`src/sv/gecf_pkg.sv`:
```
// Shared types, constants and saturation helpers for the gyro/encoder
// complementary filter. No dependencies; every other file imports it.
package gecf_pkg;

  localparam int SAMPLE_W    = 24;
  localparam int COEF_W      = 16;
  localparam int COEF_FRAC   = 15;
  localparam int STATE_W     = 40;
  localparam int OUT_W       = 32;
  localparam int VALUE_SHIFT = 8;
  localparam int CFG_IDX_W   = 8;
  localparam int CFG_DATA_W  = 16;

  // Multiplier operand is split into an unsigned low part and a signed high part.
  localparam int OP_W   = STATE_W + 1;
  localparam int LO_W   = 21;
  localparam int HI_W   = OP_W - LO_W;
  localparam int MUL_W  = LO_W + 1;
  localparam int PROD_W = MUL_W + COEF_W + 1;
  localparam int ACC_W  = 58;
  localparam int RND_W  = ACC_W - COEF_FRAC;
  localparam int SUM_W  = RND_W + 1;

  localparam logic [COEF_W-1:0] COEF_ONE   = COEF_W'(1 << COEF_FRAC);
  localparam logic [COEF_W-1:0] COEF_RESET = COEF_W'(1 << (COEF_FRAC - 1));

  typedef enum logic [CFG_IDX_W-1:0] {
    REG_FILTER_COEF   = CFG_IDX_W'(0),
    REG_WEIGHT_ONE    = CFG_IDX_W'(1),
    REG_WEIGHT_TWO    = CFG_IDX_W'(2),
    REG_ONE_SIDED     = CFG_IDX_W'(3)
  } cfg_reg_t;

  typedef struct packed {
    logic [COEF_W-1:0] coef_a;
    logic [COEF_W-1:0] coef_w;
  } coef_set_t;

  typedef struct packed {
    logic en;
    logic hi;
  } mul_ctl_t;

  function automatic logic signed [STATE_W-1:0] sat_state(input logic signed [SUM_W-1:0] v);
    logic fits;
    fits = (&v[SUM_W-1:STATE_W-1]) || !(|v[SUM_W-1:STATE_W-1]);
    if (fits) begin
      return v[STATE_W-1:0];
    end else if (v[SUM_W-1]) begin
      return {1'b1, {(STATE_W-1){1'b0}}};
    end else begin
      return {1'b0, {(STATE_W-1){1'b1}}};
    end
  endfunction

  function automatic logic signed [OUT_W-1:0] sat_out(input logic signed [SUM_W-1:0] v);
    logic fits;
    fits = (&v[SUM_W-1:OUT_W-1]) || !(|v[SUM_W-1:OUT_W-1]);
    if (fits) begin
      return v[OUT_W-1:0];
    end else if (v[SUM_W-1]) begin
      return {1'b1, {(OUT_W-1){1'b0}}};
    end else begin
      return {1'b0, {(OUT_W-1){1'b1}}};
    end
  endfunction

endpackage

```
`src/sv/gecf_if.sv`:
```
// Valid/ready channel interfaces for sample requests, results and register writes.
// Depends on gecf_pkg for field widths.
interface gecf_in_if import gecf_pkg::*; ();
  logic                       valid;
  logic                       ready;
  logic signed [SAMPLE_W-1:0] gyro_sample;
  logic signed [SAMPLE_W-1:0] encoder_sample;
  modport source (output valid, output gyro_sample, output encoder_sample, input ready);
  modport sink   (input valid, input gyro_sample, input encoder_sample, output ready);
endinterface

interface gecf_out_if import gecf_pkg::*; ();
  logic                    valid;
  logic                    ready;
  logic signed [OUT_W-1:0] fused_value;
  modport source (output valid, output fused_value, input ready);
  modport sink   (input valid, input fused_value, output ready);
endinterface

interface gecf_cfg_if import gecf_pkg::*; ();
  logic                  valid;
  logic                  ready;
  logic [CFG_IDX_W-1:0]  index;
  logic [CFG_DATA_W-1:0] data;
  modport source (output valid, output index, output data, input ready);
  modport sink   (input valid, input index, input data, output ready);
endinterface

```
`src/sv/gecf_cfg_regs.sv`:
```
// Configuration registers with coefficient clamping and weight selection.
// Depends on gecf_pkg and gecf_cfg_if.
module gecf_cfg_regs import gecf_pkg::*; (
  input  logic        clk,
  input  logic        rst_n,
  gecf_cfg_if.sink    cfg_chan,
  output coef_set_t   coefs
);

  logic [COEF_W-1:0] coef_a_r;
  logic [COEF_W-1:0] weight_one_r;
  logic [COEF_W-1:0] weight_two_r;
  logic              one_sided_r;
  logic [COEF_W-1:0] weight_sel;

  assign cfg_chan.ready = 1'b1;

  always_ff @(posedge clk) begin
    if (!rst_n) begin
      coef_a_r     <= COEF_RESET;
      weight_one_r <= COEF_RESET;
      weight_two_r <= COEF_RESET;
      one_sided_r  <= 1'b0;
    end else if (cfg_chan.valid) begin
      unique case (cfg_chan.index)
        REG_FILTER_COEF: coef_a_r     <= cfg_chan.data;
        REG_WEIGHT_ONE:  weight_one_r <= cfg_chan.data;
        REG_WEIGHT_TWO:  weight_two_r <= cfg_chan.data;
        REG_ONE_SIDED:   one_sided_r  <= cfg_chan.data[0];
        default: ;
      endcase
    end
  end

  assign weight_sel   = one_sided_r ? weight_one_r : weight_two_r;
  assign coefs.coef_a = (coef_a_r > COEF_ONE) ? COEF_ONE : coef_a_r;
  assign coefs.coef_w = (weight_sel > COEF_ONE) ? COEF_ONE : weight_sel;

endmodule

```
`src/sv/gecf_mul_unit.sv`:
```
// Shared multiply-accumulate unit: a wide operand times a Q1.15 coefficient
// in two partial products, then round half up. Depends on gecf_pkg.
module gecf_mul_unit import gecf_pkg::*; (
  input  logic                     clk,
  input  mul_ctl_t                 ctl,
  input  logic signed [OP_W-1:0]   operand,
  input  logic [COEF_W-1:0]        coef,
  output logic signed [RND_W-1:0]  rounded
);

  logic signed [MUL_W-1:0]  mul_a;
  logic signed [COEF_W:0]   mul_b;
  logic signed [PROD_W-1:0] prod;
  logic signed [ACC_W-1:0]  acc_r;
  logic signed [ACC_W-1:0]  acc_nxt;
  logic signed [ACC_W-1:0]  acc_half;

  always_comb begin
    if (ctl.hi) begin
      mul_a = MUL_W'(signed'(operand[OP_W-1:LO_W]));
    end else begin
      mul_a = signed'({1'b0, operand[LO_W-1:0]});
    end
    mul_b = signed'({1'b0, coef});
    prod  = mul_a * mul_b;
    if (ctl.hi) begin
      acc_nxt = acc_r + (ACC_W'(prod) <<< LO_W);
    end else begin
      acc_nxt = ACC_W'(prod);
    end
  end

  always_ff @(posedge clk) begin
    if (ctl.en) begin
      acc_r <= acc_nxt;
    end
  end

  assign acc_half = acc_r + ACC_W'(1 << (COEF_FRAC - 1));
  assign rounded  = acc_half[ACC_W-1:COEF_FRAC];

endmodule

```
`src/sv/gyro_encoder_complementary_filter_core.sv`:
```
// Gyro high-pass / encoder low-pass complementary filter, top level.
// Each accepted request runs through six multiplier passes and two combine steps; the
// last step waits for a free output register, and only then is the next request taken.
// A result waits in an output register while the next request is taken.
// Synchronous active-low reset clears filter state to zero and restores the
// register defaults.
module gyro_encoder_complementary_filter_core import gecf_pkg::*; (
  input  logic       clk,
  input  logic       rst_n,
  gecf_in_if.sink    in_chan,
  gecf_out_if.source out_chan,
  gecf_cfg_if.sink   cfg_chan
);

  typedef enum logic [3:0] {
    ST_IDLE, ST_HP_LO, ST_HP_HI, ST_LP_LO, ST_LP_HI, ST_LP_END,
    ST_FU_LO, ST_FU_HI, ST_FU_END
  } state_t;

  state_t                      state_r;
  coef_set_t                   coefs;
  mul_ctl_t                    mul_ctl;
  logic signed [OP_W-1:0]      operand;
  logic [COEF_W-1:0]           coef_sel;
  logic signed [RND_W-1:0]     rounded;

  logic signed [SAMPLE_W-1:0]  gyro_r;
  logic signed [SAMPLE_W-1:0]  enc_r;
  logic signed [SAMPLE_W-1:0]  gyro_last_r;
  logic signed [STATE_W-1:0]   gyro_filt_r;
  logic signed [STATE_W-1:0]   enc_filt_r;
  logic signed [STATE_W-1:0]   hp_r;
  logic signed [STATE_W-1:0]   lp_r;
  logic                        out_valid_r;
  logic signed [OUT_W-1:0]     out_data_r;

  logic signed [SAMPLE_W:0]    gyro_diff;
  logic signed [OP_W-1:0]      op_hp;
  logic signed [OP_W-1:0]      op_lp;
  logic signed [OP_W-1:0]      op_fu;
  logic                        out_free;

  gecf_cfg_regs u_cfg (
    .clk      (clk),
    .rst_n    (rst_n),
    .cfg_chan (cfg_chan),
    .coefs    (coefs)
  );

  gecf_mul_unit u_mul (
    .clk     (clk),
    .ctl     (mul_ctl),
    .operand (operand),
    .coef    (coef_sel),
    .rounded (rounded)
  );

  assign gyro_diff = (SAMPLE_W+1)'(gyro_r) - (SAMPLE_W+1)'(gyro_last_r);
  assign op_hp     = OP_W'(gyro_filt_r) + (OP_W'(gyro_diff) <<< VALUE_SHIFT);
  assign op_lp     = OP_W'(enc_filt_r) - (OP_W'(enc_r) <<< VALUE_SHIFT);
  assign op_fu     = OP_W'(hp_r) - OP_W'(lp_r);
  assign out_free  = !out_valid_r || out_chan.ready;

  always_comb begin
    operand  = op_hp;
    coef_sel = coefs.coef_a;
    mul_ctl  = '0;
    unique case (state_r)
      ST_HP_LO: mul_ctl = '{en: 1'b1, hi: 1'b0};
      ST_HP_HI: mul_ctl = '{en: 1'b1, hi: 1'b1};
      ST_LP_LO: begin
        operand = op_lp;
        mul_ctl = '{en: 1'b1, hi: 1'b0};
      end
      ST_LP_HI: begin
        operand = op_lp;
        mul_ctl = '{en: 1'b1, hi: 1'b1};
      end
      ST_FU_LO: begin
        operand  = op_fu;
        coef_sel = coefs.coef_w;
        mul_ctl  = '{en: 1'b1, hi: 1'b0};
      end
      ST_FU_HI: begin
        operand  = op_fu;
        coef_sel = coefs.coef_w;
        mul_ctl  = '{en: 1'b1, hi: 1'b1};
      end
      default: ;
    endcase
  end

  assign in_chan.ready        = (state_r == ST_IDLE);
  assign out_chan.valid       = out_valid_r;
  assign out_chan.fused_value = out_data_r;

  always_ff @(posedge clk) begin
    if (!rst_n) begin
      state_r     <= ST_IDLE;
      out_valid_r <= 1'b0;
      gyro_last_r <= '0;
      gyro_filt_r <= '0;
      enc_filt_r  <= '0;
    end else begin
      if (state_r == ST_FU_END && out_free) begin
        out_valid_r <= 1'b1;
      end else if (out_chan.ready) begin
        out_valid_r <= 1'b0;
      end
      unique case (state_r)
        ST_IDLE: begin
          if (in_chan.valid) begin
            gyro_r  <= in_chan.gyro_sample;
            enc_r   <= in_chan.encoder_sample;
            state_r <= ST_HP_LO;
          end
        end
        ST_HP_LO: state_r <= ST_HP_HI;
        ST_HP_HI: state_r <= ST_LP_LO;
        ST_LP_LO: begin
          hp_r    <= sat_state(SUM_W'(rounded));
          state_r <= ST_LP_HI;
        end
        ST_LP_HI: state_r <= ST_LP_END;
        ST_LP_END: begin
          lp_r    <= sat_state((SUM_W'(enc_r) <<< VALUE_SHIFT) + SUM_W'(rounded));
          state_r <= ST_FU_LO;
        end
        ST_FU_LO: state_r <= ST_FU_HI;
        ST_FU_HI: state_r <= ST_FU_END;
        ST_FU_END: begin
          if (out_free) begin
            out_data_r  <= sat_out(SUM_W'(lp_r) + SUM_W'(rounded));
            gyro_filt_r <= hp_r;
            gyro_last_r <= gyro_r;
            enc_filt_r  <= lp_r;
            state_r     <= ST_IDLE;
          end
        end
        default: state_r <= ST_IDLE;
      endcase
    end
  end

endmodule
```
`src/flat_wrapper.sv`:
```
// flat-port wrapper written by rule: the top's interface ports become plain ports
module gyro_encoder_complementary_filter_core_flat import gecf_pkg::*;
  (clk, rst_n, in_chan_valid, in_chan_gyro_sample, in_chan_encoder_sample, in_chan_ready, out_chan_valid, out_chan_fused_value, out_chan_ready, cfg_chan_valid, cfg_chan_index, cfg_chan_data, cfg_chan_ready);
  gecf_in_if in_chan_i ();
  gecf_out_if out_chan_i ();
  gecf_cfg_if cfg_chan_i ();
  input  logic clk;
  input  logic rst_n;
  input wire logic [$bits(in_chan_i.valid)-1:0] in_chan_valid;
  input wire logic [$bits(in_chan_i.gyro_sample)-1:0] in_chan_gyro_sample;
  input wire logic [$bits(in_chan_i.encoder_sample)-1:0] in_chan_encoder_sample;
  output wire logic [$bits(in_chan_i.ready)-1:0] in_chan_ready;
  output wire logic [$bits(out_chan_i.valid)-1:0] out_chan_valid;
  output wire logic [$bits(out_chan_i.fused_value)-1:0] out_chan_fused_value;
  input wire logic [$bits(out_chan_i.ready)-1:0] out_chan_ready;
  input wire logic [$bits(cfg_chan_i.valid)-1:0] cfg_chan_valid;
  input wire logic [$bits(cfg_chan_i.index)-1:0] cfg_chan_index;
  input wire logic [$bits(cfg_chan_i.data)-1:0] cfg_chan_data;
  output wire logic [$bits(cfg_chan_i.ready)-1:0] cfg_chan_ready;
  assign in_chan_i.valid = in_chan_valid;
  assign in_chan_i.gyro_sample = in_chan_gyro_sample;
  assign in_chan_i.encoder_sample = in_chan_encoder_sample;
  assign in_chan_ready = in_chan_i.ready;
  assign out_chan_valid = out_chan_i.valid;
  assign out_chan_fused_value = out_chan_i.fused_value;
  assign out_chan_i.ready = out_chan_ready;
  assign cfg_chan_i.valid = cfg_chan_valid;
  assign cfg_chan_i.index = cfg_chan_index;
  assign cfg_chan_i.data = cfg_chan_data;
  assign cfg_chan_ready = cfg_chan_i.ready;
  gyro_encoder_complementary_filter_core u_core (.clk(clk), .rst_n(rst_n), .in_chan(in_chan_i), .out_chan(out_chan_i), .cfg_chan(cfg_chan_i));
endmodule
```
`config.mk`:
```
export PLATFORM = sky130hd
export DESIGN_NAME = gyro_encoder_complementary_filter_core_flat
export DESIGN_NICKNAME = d
export VERILOG_FILES = /design/src/sv/gecf_pkg.sv /design/src/sv/gecf_if.sv /design/src/sv/gecf_cfg_regs.sv /design/src/sv/gecf_mul_unit.sv /design/src/sv/gyro_encoder_complementary_filter_core.sv /design/src/flat_wrapper.sv
export SDC_FILE = /design/constraint.sdc
export NUM_CORES = 2
export LEC_CHECK = 0
export BUFFER_PORTS_ARGS = -buffer_cell sky130_fd_sc_hd__buf_4
export CAP_MARGIN = 20
export CORE_ASPECT_RATIO = 1.5
export CORE_MARGIN = 5
export CORE_UTILIZATION = 35
export CTS_CLUSTER_DIAMETER = 200
export DETAILED_ROUTE_END_ITERATION = 6
export GPL_TIMING_DRIVEN = 0
export SLEW_MARGIN = 30
export SYNTH_ARGS = -nofsm -noshare
export SYNTH_HDL_FRONTEND = slang
export SYNTH_SLANG_ARGS = --single-unit
export TNS_END_PERCENT = 50
```
`constraint.sdc`:
```
create_clock -name clk -period 15 [get_ports clk]
set_input_delay 3 -clock clk [delete_from_list [all_inputs] [get_ports clk]]
set_output_delay 3 -clock clk [all_outputs]
set_load 0.02 [all_outputs]
```
---- After elaboration in Yosys (flattened, before gate mapping) ----
Cells that the tools add are included.
operators by class
  reductions and logical operators ........ 32
  eq/ne operators ......................... 13
  order comparisons ....................... 2
  multiply operators ...................... 1
  multiplexer cells ....................... 19
  add/sub/neg operators ................... 8
operators with widths
  cell                                                               number
  40-bit 2-to-1 mux                                                  4
  41-bit case mux with 2 select lines                                1
  16-bit 2-to-1 mux                                                  4
  32-bit 2-to-1 mux                                                  2
  58-bit by 16-bit adder with 58-bit output (second input constant)  1
  58-bit adder                                                       1
  58-bit 2-to-1 mux                                                  1
  32-bit by 43-bit adder with 44-bit output                          1
  40-bit by 43-bit adder with 44-bit output                          1
  40-bit by 33-bit adder with 41-bit output                          1
  40-bit by 32-bit subtractor with 41-bit output                     1
  40-bit by 40-bit subtractor with 41-bit output                     1
  22-bit by 17-bit multiplier with 39-bit output                     1
  4-bit case mux with 9 select lines                                 1
  16-bit greater-than comparator (second input constant)             2
  24-bit by 24-bit subtractor with 25-bit output                     1
  22-bit 2-to-1 mux                                                  1
  4-bit by 3-bit == test with 1-bit output (second input constant)   4
  8-bit by 2-bit == test with 1-bit output (second input constant)   2
  2-bit AND reduction                                                8
  13-bit AND reduction                                               1
  13-bit OR reduction                                                1
  4-bit by 2-bit == test with 1-bit output (second input constant)   2
  8-bit by 1-bit == test with 1-bit output (second input constant)   1
  other kinds (20)                                                   31
storage, ports and cells
  input bits .............................. 77
  logic and storage cells ................. 90
  flip-flop bits (word level) ............. 376

---- Longest topological paths before layout ----
  depth after elaboration ................. 7
  gate-level depth with buffers ........... 60
  gate-level depth less buffers ........... 59

---- Modules after synthesis ----
From an unflattened synthesis, not the netlist that was laid out.
unflattened totals
  cell total of the unflattened synthesis .. 4744
  area, all modules ....................... 41349.7 sq um
modules (own cells, without submodules)
  module                                  cells an instance  times used  seq. area each (sq um)  area each (sq um)
  gyro_encoder_complementary_filter_core  2482               1           6986.7                  21275.4
  gecf_mul_unit                           2021               1           1321.3                  17787.1
  gecf_cfg_regs                           241                1           980.9                   2287.2

---- Least setup slack after synthesis ----
OpenSTA, ideal clock, no wires.
  kind .................................... register to register
  start ................................... register u_core.gyro_r[0]
  end ..................................... register u_core.u_mul.acc_r[57], data pin
  data required time ...................... 14.746 ns
  data arrival time ....................... 12.091 ns
  cell stages (with the launch flop) ...... 58
  path slack .............................. 2.655 ns
  cells stage by stage .................... edfxtp_1 inv_1 ha_1 fa_1 nor2b_1 o21ai_0 a21boi_0 o21ai_0 a21boi_0 o2111ai_1 nand3_1 a41o_1 a21o_1 a21oi_1 xnor2_1 ha_1 clkbuf_1 a21o_1 (+22 left out) o211ai_1 and2_1 a21o_1 a21o_1 a21o_1 a21oi_1 xnor2_1 ha_1 nand2_1 or3_1 or3_1 o32a_1 a21oi_1 a211o_1 o311a_1 nor2_1 xnor3_1 a21o_1
between the ends
  longest elaborated chain between the ends .. 7
RTL lines
  what                                              RTL line                                       text
  start, declared                                   gyro_encoder_complementary_filter_core.sv:27   logic signed [SAMPLE_W-1:0] gyro_r;
  start signal, assigned                            gyro_encoder_complementary_filter_core.sv:113  gyro_r <= in_chan.gyro_sample;
  24-bit by 24-bit subtractor with 25-bit output *  gyro_encoder_complementary_filter_core.sv:58   assign gyro_diff = (SAMPLE_W+1)'(gyro_r) - (SAMPLE_W+1)'(gyro_last_r);
  40-bit by 33-bit adder with 41-bit output *       gyro_encoder_complementary_filter_core.sv:59   assign op_hp = OP_W'(gyro_filt_r) + (OP_W'(gyro_diff) <<< VALUE_SHIFT);
  41-bit case mux with 2 select lines *             gyro_encoder_complementary_filter_core.sv:68   unique case (state_r)
  22-bit 2-to-1 mux *                               gecf_mul_unit.sv:19                            if (ctl.hi) begin
  22-bit by 17-bit multiplier with 39-bit output *  gecf_mul_unit.sv:25                            prod = mul_a * mul_b;
  58-bit adder                                      gecf_mul_unit.sv:27                            acc_nxt = acc_r + (ACC_W'(prod) <<< LO_W);
  58-bit 2-to-1 mux *                               gecf_mul_unit.sv:26                            if (ctl.hi) begin
  net u_core.u_mul.acc_nxt[57]                      gecf_mul_unit.sv:15                            logic signed [ACC_W-1:0] acc_nxt;
  end signal, assigned                              gecf_mul_unit.sv:35                            acc_r <= acc_nxt;
  end, declared                                     gecf_mul_unit.sv:14                            logic signed [ACC_W-1:0] acc_r;
The timed path passes the listed nets; every way through them passes the cells marked *.
A chain may end at the register's enable or synchronous reset.

---- Worst setup path in the final report ----
Same ends and word-level chain as after synthesis.

==> impl_metrics.toml <==
[status]
status = "complete, no violations"

[timing]
slew_violations = 0
finalSetupTns_ps = 0
fmax_ghz = 0.06985
finalCriticalPeriod_ps = 14320
tightest_slew_ps = 1026
fin_crit_sh_pct = 95.45
hold_viol = 0
fin_skew_ps = 30.28
setup_violations = 0
maxSlewHeadroom_pct = 31.60

[clock_tree]
clkSinkCount = 362
clk_latency_ps = 610
cts_tree = "done"
clock_path_buffers = 3
clock_tree.root_cell = "clkbuf_16"
cts_htree_levels = 2
cts_hold_buf = 0
clk_pin_slew_worst_paths_ps = 70
cts_buffers = 38

[placement]
port_buffers = 110
place_congestion = 0.9828
post-dp-hpwl_microns = 129100

[critical_path]
max_stage_delay_ps = 700
critPathLaunchType = "register"
critPathSlowestCell = "nor2_1"
crit_path_max_fanout = 9
end_kind = "register"
worstSetupPathType = "reg -> reg"
arrival_ps = 14670
cpMostUsedCell = "a21o_1"
crit_required_ps = 15350

[final_layout]
fillers = 12339
areaGrowthSynthToFinish_pct = 10.81
nets = 5880
drive_gt1_share_pct = 5.765
register_area_sq_um = 9289
antennaDiodeCount = 0
multi_input_area_sq_um = 29450
final_cell_mix = "710 x inv_1, 567 x nand2_1, 356 x fa_1, 343 x ha_1, 269 x nor2_1"
mostFrequentLayoutCell = "inv_1"

[yosys]
synth_edf_count = 204
synth_compound_area_share_pct = 18.01
synth_top_area_share_pct = 16.97
synth_nets = 5710
muxShareOfSynthArea_pct = 2.649
synthSimpleGateAreaFrac_pct = 16.24
netlist_area_sq_um = 42000
synth.avg_cell_area_sq_um = 8.512
synth_ff_type = "edfxtp_1"
synth_fa_ha_area_share_pct = 27.19
netlist_instances = 4934
synth-seq-area-share_pct = 22.12
synth-seq-cells = 362
ys_warn_count = 0
synth_cell_type_count = 103
async_flop_share_pct = 0
synthXorXnorAreaFrac_pct = 5.580
synth_top_family_by_area = "adder cells"
synth.area.top_cells = "fa_1 17%, edfxtp_1 15%, ha_1 10%"
synth_area_leader_cell = "fa_1"

[drt]
drc_errors = 0
wl_per_cell_microns = 23.08
viasPerCell = 5.476
dr_total_vias = 36714
drt-total-wl_microns = 154700
dr.pass1.iters = 7
drtIter0Drc = 2439
ant_nets = 0

[floorplan]
coreArea_sq_um = 119100
fp.dieH_microns = 434.3
die_w_microns = 292.8
fp-row-count = 155
start_util_pct = 35.27
die_area_sq_um = 127200
pin_count = 112

[grt]
grt_pass1_wl_microns = 227100
grt_usage_pct = 23.62
grt_max_degree = 41
grt.overflow.total = 0
grt_pass1_vias = 36974
antenna_found_initial = 1

[power]
vdd_ir_drop_max_v = 0.00007717
power_density_nw_per_um2 = 114.0
power.total_mw = 5.304
p_leak_nw = 20.73

[job]
cap_violations = 0

[min_path]
hp-class = "reg -> reg"
cells in the mapped netlist, types with 59 or more instances:
library cell,instances
o21ai_1,75
xor2_1,98
fa_1,356
a21boi_0,109
ha_1,343
a21oi_1,255
nor3_1,78
mux2i_1,101
nand2_1,567
nor2b_1,98
dfxtp_1,158
a21o_1,135
clkbuf_1,158
xnor2_1,167
nand2b_1,61
o21ai_0,203
nand3_1,119
and2_1,59
inv_1,710
nor2_1,270
edfxtp_1,204
cell families (layout without fill, tap and decap cells):
kind of cell,count (synthesis),after routing
buffers and inverters,904,1104
muxes,109,109
xor gates and xnor gates,266,266
AOI/OAI and AO/OA,1150,1150
adders and majority gates,699,699
other,1,1
DFF,362,362
and+or+nand+nor,1443,1443
state kept, by name, indices dropped and copies added, names as in the netlist:
signal / count
u_core.enc_filt_r: 40
u_core.enc_r: 24
u_core.gyro_filt_r: 40
u_core.gyro_last_r: 24
u_core.gyro_r: 24
u_core.hp_r: 40
u_core.lp_r: 40
u_core.out_chan.fused_value: 32
u_core.out_chan.valid: 1
u_core.state_r: 4
u_core.u_cfg.coef_a_r: 16
u_core.u_cfg.one_sided_r: 1
u_core.u_cfg.weight_one_r: 16
u_core.u_cfg.weight_two_r: 16
u_core.u_mul.acc_r: 44
cell type report:
class | instances | share of cell area (%)
plain buffers | 192 | 1.680
clock buffers | 49 | 2.197
clock inverters | 21 | 0.6211
inverters | 710 | 5.727
multi-input cells | 3668 | 63.29
flip-flops and latches | 362 | 19.96
well taps | 1570 | 4.221
repair buffers | 132 | 2.309
worst paths after layout:
path | startpoint | endpoint | slack, ps | cells past startpoint
worst max register to register | u_core.gyro_r[0] | u_core.u_mul.acc_r[57] | 680 | 57
worst min register to register | u_core.gyro_last_r[12] | u_core.gyro_last_r[12] | 460 | 2
worst max-delay path | u_core.gyro_r[0] | u_core.u_mul.acc_r[57] | 680 | 57
worst min-delay path | u_core.gyro_last_r[12] | u_core.gyro_last_r[12] | 460 | 2
power breakdown:
group          total, mW  switching, mW  internal [mW]
combinational       2.92           1.88           1.04
clock               1.05          0.456          0.591
sequential          1.34          0.107           1.23
total               5.30           2.44           2.86
what timing repair did:
item,CTS,global route
pin swaps,0,3
resized for setup,1,20
setup endpoints to repair,1,9
buffers inserted,0,3
cloned,0,0
hold endpoints to repair,0,0
per-layer routing:
metal  wire length [microns]  global-route usage, %  share of wire (%)  vias to the layer above
met2                   77610                  42.81                 50                     1244
met1                   55050                  24.92                 36                    17920
met4                   15700                  18.84                 10                        0
met3                    6371                  2.253                4.1                      483
li1                        -                      -                  -                    17067
met5                       0                      0                  0                        -
worst max-delay path, delay by kind of cell, from the launching register on:
kind	cells	cell delay [ps]
fa+ha+maj	11	4670
simple gates	12	2770
flops	1	360
compound gates	25	4980
buf+inv	5	390
xor+xnor	4	850
stage by stage:
step | cell area (sq um) | setup slack (ps) | std cells | util (%) | hold slack (ps)
2_1_floorplan | 42000 | 2655 | 4934 | - | 443.3
3_3_place_gp | 44790 | 71.75 | 6614 | 37.61 | 451.9
3_5_place_dp | 45120 | 10.06 | 6633 | 37.89 | 456.6
4_1_cts | 46430 | 101.7 | 6703 | 39.00 | 465.2
5_1_grt | 46540 | -2.466 | 6704 | 39.08 | 484.6
6_report | 46540 | 682.9 | 6704 | 39.08 | 461.4
Power figures use the tool's default switching activity.
